File: config.mk
export PLATFORM = sky130hd
export DESIGN_NAME = two_button_debounce_long_press
export DESIGN_NICKNAME = d
export VERILOG_FILES = /design/src/rtl/core/tbdlp_pkg.sv /design/src/rtl/core/tbdlp_settle.sv /design/src/rtl/core/tbdlp_long_press.sv /design/src/rtl/core/two_button_debounce_long_press.sv
export SDC_FILE = /design/constraint.sdc
export NUM_CORES = 1
export LEC_CHECK = 0
export ABC_AREA = 1
export BUFFER_PORTS_ARGS = -buffer_cell sky130_fd_sc_hd__buf_2
export CAP_MARGIN = 10
export CELL_PAD_IN_SITES_DETAIL_PLACEMENT = 1
export CELL_PAD_IN_SITES_GLOBAL_PLACEMENT = 1
export CORE_MARGIN = 2
export CORE_UTILIZATION = 49
export DETAILED_ROUTE_END_ITERATION = 8
export PLACE_DENSITY = 0.95
export RECOVER_POWER = 100
export SLEW_MARGIN = 30
export SYNTH_ARGS = -nofsm -noshare
export SYNTH_HDL_FRONTEND = slang
export SYNTH_SLANG_ARGS = --single-unit
export TNS_END_PERCENT = 100
File: constraint.sdc
create_clock -name clk -period 11.05 [get_ports clk]
set_input_delay 1.6575 -clock clk [delete_from_list [all_inputs] [get_ports clk]]
set_output_delay 1.6575 -clock clk [all_outputs]
set_load 0.005 [all_outputs]
File: src/rtl/core/tbdlp_pkg.sv
// ----------------------------------------------------------------------------
// Two-button debounce package
// Word types, register indexes and reset values for the debounce block
// ----------------------------------------------------------------------------
package tbdlp_pkg;

  localparam int TIME_WIDTH_DEF  = 32;
  localparam int NOW_WIDTH       = 32;
  localparam int CFG_WIDTH       = 16;
  localparam int CFG_INDEX_WIDTH = 1;

  localparam logic [CFG_WIDTH-1:0] DEBOUNCE_RESET   = 16'd20;
  localparam logic [CFG_WIDTH-1:0] LONG_PRESS_RESET = 16'd1000;

  localparam logic [CFG_INDEX_WIDTH-1:0] REG_DEBOUNCE_TIME   = 1'd0;
  localparam logic [CFG_INDEX_WIDTH-1:0] REG_LONG_PRESS_TIME = 1'd1;

  typedef struct packed {
    logic [NOW_WIDTH-1:0] now_ms;
    logic                 s1_raw;
    logic                 s2_raw;
  } tbdlp_poll_t;

  typedef struct packed {
    logic s1_down;
    logic s2_down;
    logic both_down;
    logic s1_press;
    logic s2_press;
    logic s1_long;
  } tbdlp_result_t;

  typedef struct packed {
    logic stable;
    logic press;
  } tbdlp_btn_t;

endpackage

File: src/rtl/core/tbdlp_settle.sv
// ----------------------------------------------------------------------------
// Button settle unit
// Debounce state of one button: raw level tracking, hold timer, stable level
// ----------------------------------------------------------------------------
module tbdlp_settle import tbdlp_pkg::*; #(
  parameter int TIME_WIDTH = TIME_WIDTH_DEF
) (
  input  logic                  clk,
  input  logic                  rst,
  input  logic                  en,
  input  logic                  raw,
  input  logic [TIME_WIDTH-1:0] now,
  input  logic [CFG_WIDTH-1:0]  debounce_time,
  output tbdlp_btn_t            btn
);

  logic                  stable;
  logic                  last_raw;
  logic [TIME_WIDTH-1:0] change_time;
  logic                  stable_next;
  logic                  last_raw_next;
  logic [TIME_WIDTH-1:0] change_time_next;
  logic [TIME_WIDTH-1:0] held;
  logic                  press;

  assign held = now - change_time;

  always_comb begin
    stable_next      = stable;
    last_raw_next    = last_raw;
    change_time_next = change_time;
    press            = 1'b0;
    if (raw != last_raw) begin
      last_raw_next    = raw;
      change_time_next = now;
    end else if (held >= TIME_WIDTH'(debounce_time) && stable != raw) begin
      stable_next = raw;
      press       = raw;
    end
  end

  assign btn.stable = stable_next;
  assign btn.press  = press;

  always_ff @(posedge clk) begin
    if (rst) begin
      stable      <= 1'b0;
      last_raw    <= 1'b0;
      change_time <= '0;
    end else if (en) begin
      stable      <= stable_next;
      last_raw    <= last_raw_next;
      change_time <= change_time_next;
    end
  end

endmodule

File: src/rtl/core/tbdlp_long_press.sv
// ----------------------------------------------------------------------------
// Long-press unit
// Tracks the start of a button one hold and fires one long-press pulse
// ----------------------------------------------------------------------------
module tbdlp_long_press import tbdlp_pkg::*; #(
  parameter int TIME_WIDTH = TIME_WIDTH_DEF
) (
  input  logic                  clk,
  input  logic                  rst,
  input  logic                  en,
  input  tbdlp_btn_t            btn,
  input  logic [TIME_WIDTH-1:0] now,
  input  logic [CFG_WIDTH-1:0]  long_press_time,
  output logic                  long_pulse
);

  logic                  was_down;
  logic [TIME_WIDTH-1:0] press_time;
  logic                  long_done;
  logic [TIME_WIDTH-1:0] press_time_next;
  logic                  long_done_next;
  logic                  done_eff;
  logic                  new_press;
  logic [TIME_WIDTH-1:0] held;

  assign new_press       = btn.stable && !was_down;
  assign press_time_next = new_press ? now : press_time;
  assign done_eff        = new_press ? 1'b0 : long_done;
  assign held            = now - press_time_next;
  assign long_pulse      = btn.stable && !done_eff && (held >= TIME_WIDTH'(long_press_time));
  assign long_done_next  = done_eff || long_pulse;

  always_ff @(posedge clk) begin
    if (rst) begin
      was_down   <= 1'b0;
      press_time <= '0;
      long_done  <= 1'b0;
    end else if (en) begin
      was_down   <= btn.stable;
      press_time <= press_time_next;
      long_done  <= long_done_next;
    end
  end

endmodule

File: src/rtl/core/two_button_debounce_long_press.sv
// ----------------------------------------------------------------------------
// Two-button debounce with long press
// Poll-driven debouncer for two buttons, long-press detect on button one
// ----------------------------------------------------------------------------
// usage:
//   poll channel (poll_valid / poll_stall / poll): one word per poll with a
//   millisecond timestamp and the raw levels of both buttons
//   result channel (result_valid / result_stall / result): one word per poll
//   with debounced levels and one-shot press and long-press pulses
//   cfg port: cfg_wen writes cfg_data into the register at cfg_index
//   (debounce time, long-press time); write only while the block is idle
// latency: 2 cycles from poll accept to result valid (input register, then
//   result register); throughput one poll per cycle, set by the single
//   combinational update of the button state between the two registers
// reset: button state and timers clear, registers return to 20 ms and
//   1000 ms, both channels empty
// stall: a stalled result holds; the input register still takes one more
//   poll, then poll_stall rises until the result is taken
// ----------------------------------------------------------------------------
module two_button_debounce_long_press import tbdlp_pkg::*; #(
  parameter int TIME_WIDTH = TIME_WIDTH_DEF
) (
  input  logic                       clk,
  input  logic                       rst,
  input  logic                       poll_valid,
  output logic                       poll_stall,
  input  tbdlp_poll_t                poll,
  output logic                       result_valid,
  input  logic                       result_stall,
  output tbdlp_result_t              result,
  input  logic                       cfg_wen,
  input  logic [CFG_INDEX_WIDTH-1:0] cfg_index,
  input  logic [CFG_WIDTH-1:0]       cfg_data
);

  logic                  poll_q_valid;
  tbdlp_poll_t           poll_q;
  logic                  advance;
  logic                  take;
  logic                  step;
  logic [TIME_WIDTH-1:0] now;
  logic [CFG_WIDTH-1:0]  debounce_time;
  logic [CFG_WIDTH-1:0]  long_press_time;
  tbdlp_btn_t            btn1;
  tbdlp_btn_t            btn2;
  logic                  long_pulse;
  tbdlp_result_t         result_next;

  assign advance    = !result_valid || !result_stall;
  assign poll_stall = poll_q_valid && !advance;
  assign take       = poll_valid && !poll_stall;
  assign step       = poll_q_valid && advance;
  assign now        = TIME_WIDTH'(poll_q.now_ms);

  // config registers
  always_ff @(posedge clk) begin
    if (rst) begin
      debounce_time   <= DEBOUNCE_RESET;
      long_press_time <= LONG_PRESS_RESET;
    end else if (cfg_wen) begin
      unique case (cfg_index)
        REG_DEBOUNCE_TIME:   debounce_time   <= cfg_data;
        REG_LONG_PRESS_TIME: long_press_time <= cfg_data;
        default: ;
      endcase
    end
  end

  // input register
  always_ff @(posedge clk) begin
    if (rst) begin
      poll_q_valid <= 1'b0;
    end else if (take) begin
      poll_q_valid <= 1'b1;
    end else if (advance) begin
      poll_q_valid <= 1'b0;
    end
  end

  always_ff @(posedge clk) begin
    if (take) begin
      poll_q <= poll;
    end
  end

  tbdlp_settle #(.TIME_WIDTH(TIME_WIDTH)) u_settle1 (
    .clk           (clk),
    .rst           (rst),
    .en            (step),
    .raw           (poll_q.s1_raw),
    .now           (now),
    .debounce_time (debounce_time),
    .btn           (btn1)
  );

  tbdlp_settle #(.TIME_WIDTH(TIME_WIDTH)) u_settle2 (
    .clk           (clk),
    .rst           (rst),
    .en            (step),
    .raw           (poll_q.s2_raw),
    .now           (now),
    .debounce_time (debounce_time),
    .btn           (btn2)
  );

  tbdlp_long_press #(.TIME_WIDTH(TIME_WIDTH)) u_long (
    .clk             (clk),
    .rst             (rst),
    .en              (step),
    .btn             (btn1),
    .now             (now),
    .long_press_time (long_press_time),
    .long_pulse      (long_pulse)
  );

  always_comb begin
    result_next.s1_down   = btn1.stable;
    result_next.s2_down   = btn2.stable;
    result_next.both_down = btn1.stable && btn2.stable;
    result_next.s1_press  = btn1.press;
    result_next.s2_press  = btn2.press;
    result_next.s1_long   = long_pulse;
  end

  // result register
  always_ff @(posedge clk) begin
    if (rst) begin
      result_valid <= 1'b0;
    end else if (advance) begin
      result_valid <= poll_q_valid;
    end
  end

  always_ff @(posedge clk) begin
    if (step) begin
      result <= result_next;
    end
  end

endmodule

==> out/qor.yml, run 1 <==
worst_path_max_delay_cell: "sky130_fd_sc_hd__nand3_4"
fillerInstances: 3780
path_max_fanout: 52
routedWlPerCell_um: 22.1
floorplan.initialDensity_pct: 50.0
detailroute.via_count: 15300
clk_root_buffer_cell: "sky130_fd_sc_hd__clkbuf_16"
crit_required_ns: 11.34
detail_route.iter0.violations: 1421
totalWireLength_um: 56300
hold_class: "reg -> reg"
chipWidth_um: 173
chipHeight_um: 173
critical_path.endpoint_type: "register"
cts_made_buffers: 17
slew_headroom_pct: -228
drcViolationCount: 0
outcome: "finished with violations"
largest_net_degree_at_the_start_of_global_routing: 121
synth_area_leaders: "sky130_fd_sc_hd__dfxtp_1 (19%), sky130_fd_sc_hd__nand2_1 (14%), sky130_fd_sc_hd__ha_1 (12%)"
final-hold-violation-count: 0
critical_path_arrival_ns: 7.90
leakagePower_uw: 0.00772
preCtsSetupSlack_ns: 4.13
globalRoute.totalOverflow: 0
finalWorstPathRequiredPeriod_ns: 7.61
setup_viol: 0
final_worst_slack_ns: 3.44
wire_length_of_the_first_global_routing_pass_um: 89200
port_buf_inserts: 63
path_clk_slew_ns: 0.07
post-cts-setup-buffers: 0
synth-warning-count: 0
viasPerCell: 6.00
synth_enable_flop_cells: 40
groute.usage.overall_pct: 37.6
gpl.final_weighted_congestion: 0.951
power-per-cell-area_mw_per_mm2: 142
synth_seq_cells: 175
final_nets: 2346
final_antenna_net_count: 0
max_cap_viol_count: 3
clock.fmax_mhz: 131
regToRegSetupSlack_ns: 3.44
final.setup_skew_ns: 0.0184
floorplan.rows: 61
area_of_the_die_mm2: 0.0298
crit_path_start_kind: "register"
syn-instance-count: 2109
crit_type: "reg -> reg"
synth_largest_type_area_fraction_pct: 19.4
place.detailed.hpwl_um: 40400
violations: "max-capacitance violations, max-slew violations"
number_of_antenna_violations_at_the_first_check_in_global_routing: 0
report.power.total_uw: 2140
post_cts_hold_buffer_count: 0
drive_gt1_share_pct: 5.59
dominantRegCellSynth: "sky130_fd_sc_hd__dfxtp_1"
setup_repair_after_global_routing_missed_its_margin: "no"
synth.largest_area_cell: "sky130_fd_sc_hd__dfxtp_1"
average_footprint_of_a_synthesized_cell_um2: 6.61
longest_individual_stage_delay_on_the_worst_path_ns: 0.68
netlist_area_mm2: 0.0139
cts.sink_count: 175
netlist_cell_types: 47
floorplan.io_pins: 64
clk-insertion-delay-late_ns: 0.47
power.ir.vdd_worst_mv: 0.0996
async_reset_ff_share_pct: 0
ctsHtreeMaxLevel: 4
synth-seq-area-share_pct: 28.0
core_area_mm2: 0.0279
syn_nets: 2304
timing_max_transition_violations_final: 206
tns_ns: 0
critical_path.most_common_cell: "sky130_fd_sc_hd__nand2_1"
synthToLayoutAreaGrowth_pct: 8.35
tritoncts: "built"
first_global_vias: 16400
detail_route.first_pass.iterations: 5
cts_resized: 0
maximum_buffer_depth_of_the_clock_tree: 2
tightestPinTransition_ns: 4.92
layout_worst_path_cycle_share_pct: 68.9
-- Yosys cell counts (4+ instances only) --
library cell and n:
sky130_fd_sc_hd__and2_1 5, sky130_fd_sc_hd__a21oi_1 199, sky130_fd_sc_hd__o21ai_0 138, sky130_fd_sc_hd__xnor2_1 12
sky130_fd_sc_hd__ha_1 137, sky130_fd_sc_hd__nor3_1 19, sky130_fd_sc_hd__edfxtp_1 40, sky130_fd_sc_hd__nand3_2 9
sky130_fd_sc_hd__or2_2 4, sky130_fd_sc_hd__nor2_2 10, sky130_fd_sc_hd__o21ai_1 4, sky130_fd_sc_hd__mux2i_1 22
sky130_fd_sc_hd__o21a_1 8, sky130_fd_sc_hd__dfxtp_1 135, sky130_fd_sc_hd__clkbuf_1 41, sky130_fd_sc_hd__nor2_1 138
sky130_fd_sc_hd__nand3_1 78, sky130_fd_sc_hd__o21bai_1 6, sky130_fd_sc_hd__inv_1 411, sky130_fd_sc_hd__xor2_1 43
sky130_fd_sc_hd__nand4_1 27, sky130_fd_sc_hd__nand2_1 537, sky130_fd_sc_hd__nand2_2 9, sky130_fd_sc_hd__o211ai_1 32
sky130_fd_sc_hd__a211oi_1 4
-- layout make-up --
cell class	instances	area, µm²	area share, %
multi-input combinational	1476	8290	54.9
sequential	175	3900	25.9
inverter	413	1550	10.3
tap	378	473	3.13
clock buffer	17	425	2.82
timing repair buffer	68	317	2.10
clock inverter	15	136	0.903
antenna	1	2.50	0.0166
-- layer usage --
metal / part of all wire (%) / global-route usage, % / up-vias
met5: 0 / 0 / -
met4: 5.8 / 21.8 / 0
met3: 7.8 / 7.87 / 272
met2: 48 / 65.3 / 806
met1: 39 / 42.8 / 7326
li1: - / - / 6861
-- worst max-delay path, delay by kind of cell (launching register included) --
kind	cells	cell delay [ns]
simple gates	23	3.01
fa+ha+maj	5	1.59
compound gates	7	1.37
flops	1	0.59
buf+inv	4	0.52
xor+xnor	2	0.34
-- final timing paths --
| path | from | end | cells after the start |
|---|---|---|---|
| min | u_settle2.change_time[29]$_SDFFE_PP0P_ | u_settle2.change_time[29]$_SDFFE_PP0P_ | 2 |
| max reg2reg | now[1]$_DFFE_PP_ | u_long.long_done$_SDFFE_PP0P_ | 41 |
| max | now[1]$_DFFE_PP_ | u_long.long_done$_SDFFE_PP0P_ | 41 |
| min reg2reg | u_settle2.change_time[29]$_SDFFE_PP0P_ | u_settle2.change_time[29]$_SDFFE_PP0P_ | 2 |
-- placed cells by master, fill, tap and decap left out, types with 6 or more instances in the layout --
master,n
sky130_fd_sc_hd__clkbuf_16,17
sky130_fd_sc_hd__ha_1,137
sky130_fd_sc_hd__nand2_2,8
sky130_fd_sc_hd__nand3_1,78
sky130_fd_sc_hd__nor3_1,20
sky130_fd_sc_hd__o21a_1,8
sky130_fd_sc_hd__nand3_2,9
sky130_fd_sc_hd__o21ai_0,139
sky130_fd_sc_hd__nor2_1,136
sky130_fd_sc_hd__nor2_2,12
sky130_fd_sc_hd__a21oi_1,199
sky130_fd_sc_hd__nand4_1,27
sky130_fd_sc_hd__clkbuf_1,23
sky130_fd_sc_hd__o211ai_1,32
sky130_fd_sc_hd__mux2i_1,22
sky130_fd_sc_hd__edfxtp_1,40
sky130_fd_sc_hd__xor2_1,43
sky130_fd_sc_hd__dfxtp_1,135
sky130_fd_sc_hd__buf_2,43
sky130_fd_sc_hd__xnor2_1,12
sky130_fd_sc_hd__o21bai_1,6
sky130_fd_sc_hd__nand2_1,538
sky130_fd_sc_hd__inv_1,410
-- logic make-up after synthesis --
family | share of synthesized area [%]
AO/OA/AOI/OAI | 16.6
XOR/XNOR | 3.46
adder cells (fa/ha/maj) | 12.6
buffers and inverters | 12.4
flip-flops | 28.0
multiplexers | 1.58
AND/OR/NAND/NOR | 25.4
-- power by group --
group / internal [µW] / switching, µW / total, µW / leakage [µW]
Clock: 313 / 300 / 613 / 0.000271
Sequential: 698 / 38.6 / 736 / 0.00150
Combinational: 264 / 530 / 795 / 0.00594
-- registers in the layout (all words and copies together), names as in the netlist --
signal	count
result_valid	1
u_settle2.change_time	32
debounce_time	16
u_settle1.last_raw	1
poll_q_valid	1
long_press_time	16
u_long.long_done	1
u_settle2.last_raw	1
u_settle1.stable	1
u_settle1.change_time	32
now	32
result	6
u_long.press_time	32
u_settle2.stable	1
poll_q	2
-- stage by stage --
step | util, % | instance area (µm²) | instances | hold slack, ns
2_1_floorplan | - | 13900 | 2109 | 0.433
3_3_place_gp | 52.4 | 14600 | 2510 | 0.443
3_5_place_dp | 52.4 | 14600 | 2510 | 0.453
4_1_cts | 54.4 | 15200 | 2542 | 0.468
5_1_grt | 54.2 | 15100 | 2542 | 0.490
6_report | 54.2 | 15100 | 2543 | 0.462
Power figures use the tool's default switching activity.
==> run 2, diff against run 1 <==
--- a/config.mk
+++ b/config.mk
@@ -11,9 +11,9 @@
 export CELL_PAD_IN_SITES_DETAIL_PLACEMENT = 1
 export CELL_PAD_IN_SITES_GLOBAL_PLACEMENT = 1
 export CORE_MARGIN = 2
-export CORE_UTILIZATION = 49
+export CORE_UTILIZATION = 45
 export DETAILED_ROUTE_END_ITERATION = 8
-export PLACE_DENSITY = 0.95
+export PLACE_DENSITY = 0.91
 export RECOVER_POWER = 100
 export SLEW_MARGIN = 30
 export SYNTH_ARGS = -nofsm -noshare
==> constraint.sdc (replaced) <==
create_clock -name clk -period 7.2 [get_ports clk]
set_input_delay 1.08 -clock clk [delete_from_list [all_inputs] [get_ports clk]]
set_output_delay 1.08 -clock clk [all_outputs]
set_load 0.005 [all_outputs]
==> out/qor.yml, run 2 (synthesized netlist as in run 1, its figures left out) <==
outcome: "finished with violations"
violations: "max-capacitance violations, max-slew violations"
leakagePower_uw: 0.00786  # +1.9%
synthToLayoutAreaGrowth_pct: 10.6
layout_worst_path_cycle_share_pct: 94.4  # +26 points
crit_required_ns: 7.41  # -3.93 ns
most_frequent_standard_cell_in_the_layout_excluding_fill_and_tap_cells: "sky130_fd_sc_hd__nand2_1"
preCtsSetupSlack_ns: 0.511  # -3.62 ns
totalWireLength_um: 52300  # -7.1%
chipWidth_um: 180  # +4.2%
detailroute.via_count: 14800  # -3.3%
drive_gt1_share_pct: 7.26  # +1.7 points
globalRoute.totalOverflow: 0  # unchanged
routedWlPerCell_um: 20.2  # -8.7%
final_antenna_net_count: 0  # unchanged
slew_headroom_pct: -173  # +55 points
maximum_buffer_depth_of_the_clock_tree: 2  # unchanged
power-per-cell-area_mw_per_mm2: 215  # +52%
crit_type: "reg -> reg"
final_nets: 2372  # +1.1%
finalWorstPathRequiredPeriod_ns: 6.80  # -0.814 ns
wire_length_of_the_first_global_routing_pass_um: 80200  # -10%
chipHeight_um: 180  # +4.2%
timing_max_transition_violations_final: 176  # -15%
power.ir.vdd_worst_mv: 0.188  # +89%
longest_individual_stage_delay_on_the_worst_path_ns: 0.53  # -0.15 ns
finish.instance_area_mm2: 0.0154  # +2.1%
area_of_the_die_mm2: 0.0324  # +8.7%
tritoncts: "built"
report.power.total_uw: 3320  # +55%
critical_path.most_common_cell: "sky130_fd_sc_hd__nand2_1"
finalHoldWorstSlack_ns: 0.458  # -0.00408 ns
place.detailed.hpwl_um: 38300  # -5.2%
final-hold-violation-count: 0  # unchanged
groute.usage.overall_pct: 30.8  # -6.8 points
post_dp_cell_area_mm2: 0.0146  # +0.37%
drcViolationCount: 0  # unchanged
final_worst_slack_ns: 0.401  # -3.04 ns
floorplan.initialDensity_pct: 45.7  # -4.3 points
ctsHtreeMaxLevel: 4  # unchanged
path_max_fanout: 8  # -85%
detail_route.iter0.violations: 942  # -34%
tightestPinTransition_ns: 4.10  # -0.822 ns
cts_made_buffers: 17  # unchanged
crit_path_start_kind: "register"
gpl.final_weighted_congestion: 0.983  # +3.4%
core_area_mm2: 0.0305  # +9.5%
number_of_antenna_violations_at_the_first_check_in_global_routing: 1  # +1
clk-insertion-delay-late_ns: 0.48  # about the same
clk_root_buffer_cell: "sky130_fd_sc_hd__clkbuf_16"
path_clk_slew_ns: 0.08  # about the same
critical_path.endpoint_type: "register"
worst_path_max_delay_cell: "sky130_fd_sc_hd__edfxtp_1"
max_cap_viol_count: 3  # unchanged
detail_route.first_pass.iterations: 5  # unchanged
setup_viol: 0  # unchanged
floorplan.rows: 64  # +4.9%
cts.sink_count: 175  # unchanged
fillerInstances: 4090  # +8.2%
port_buf_inserts: 63  # unchanged
critical_path_arrival_ns: 7.01  # -0.89 ns
largest_net_degree_at_the_start_of_global_routing: 91  # -25%
final.setup_skew_ns: 0.0268  # +0.00842 ns
floorplan.io_pins: 64  # unchanged
clock.fmax_mhz: 147  # +12%
hold_class: "reg -> reg"
viasPerCell: 5.71  # -4.9%
first_global_vias: 15400  # -6.3%
final_cell_mix: "sky130_fd_sc_hd__nand2_1 (537), sky130_fd_sc_hd__inv_1 (411), sky130_fd_sc_hd__a21oi_1 (199)"
-- run 2: cell types whose count changed in the layout (fill, tap and decap cells not counted), moves of 2 or more --
| cell | before | now |
|---|---|---|
| sky130_fd_sc_hd__buf_4 | 2 | 27 |
| sky130_fd_sc_hd__inv_6 | 2 | 4 |
| sky130_fd_sc_hd__clkinv_4 | 4 | 1 |
| sky130_fd_sc_hd__ha_1 | 137 | 133 |
| sky130_fd_sc_hd__nand3_1 | 78 | 76 |
| sky130_fd_sc_hd__ha_4 | 0 | 3 |
| sky130_fd_sc_hd__nand3_2 | 9 | 11 |
| sky130_fd_sc_hd__clkinv_2 | 4 | 1 |
| sky130_fd_sc_hd__buf_2 | 43 | 47 |
-- run 2: path summary, 6_finish.rpt --
check	start	to	slack, ns	cells after the start
setup / recovery	now[10]$_DFFE_PP_	result[0]$_DFFE_PP_	0.40	40
hold / removal	u_settle1.change_time[15]$_SDFFE_PP0P_	u_settle1.change_time[15]$_SDFFE_PP0P_	0.46	2
setup reg to reg	now[10]$_DFFE_PP_	result[0]$_DFFE_PP_	0.40	40
hold reg to reg	u_settle1.change_time[15]$_SDFFE_PP0P_	u_settle1.change_time[15]$_SDFFE_PP0P_	0.46	2
-- run 2: layer usage --
| layer | global-route usage, % | share of wire [%] | vias to the layer above |
|---|---|---|---|
| met4 | 15.3 | 4.6 | 4 |
| met5 | 0 | 0.052 | - |
| li1 | - | - | 6909 |
| met2 | 53.8 | 48 | 517 |
| met1 | 37.1 | 42 | 7180 |
| met3 | 4.32 | 5.4 | 157 |
-- run 2: timing repair --
item	CTS	global route
gates resized for setup	0	9
buffers inserted	0	21
hold buffers	0	0
setup endpoints to repair	0	2
-- run 2: final cells by class --
| cell class | instances | area (µm²) | area share [%] |
|---|---|---|---|
| multi-input combinational | 1476 | 8360 | 54.3 |
| sequential | 175 | 3900 | 25.3 |
| inverter | 413 | 1550 | 10.1 |
| timing repair buffer | 94 | 513 | 3.33 |
| tap | 396 | 495 | 3.21 |
| clock buffer | 19 | 433 | 2.81 |
| clock inverter | 13 | 154 | 0.998 |
| antenna | 1 | 2.50 | 0.0162 |
-- run 2: worst max-delay path: cells and delay by family (launching register included) --
kind            cells  cell delay [ns]
compound gates     10             1.44
xor+xnor            2             0.34
flops               1             0.53
buf+inv             3             0.25
mux                 1             0.32
simple gates       20             2.35
fa+ha+maj           4             1.33
-- run 2: metrics by stage --
| step | TNS (ns) | cells | util [%] |
|---|---|---|---|
| 5_1_grt | -0.200 | 2586 | 50.5 |
| 3_3_place_gp | 0 | 2533 | 48.0 |
| 4_1_cts | 0 | 2565 | 49.9 |
| 3_5_place_dp | 0 | 2533 | 48.0 |
| 2_1_floorplan | 0 | 2109 | - |
| 6_report | 0 | 2587 | 50.5 |
-- run 2: where the power goes --
part	total, µW	switching (µW)	internal (µW)
combinational	1200	790	413
clock	992	471	521
sequential	1120	53.9	1070
total	3320	1320	2000
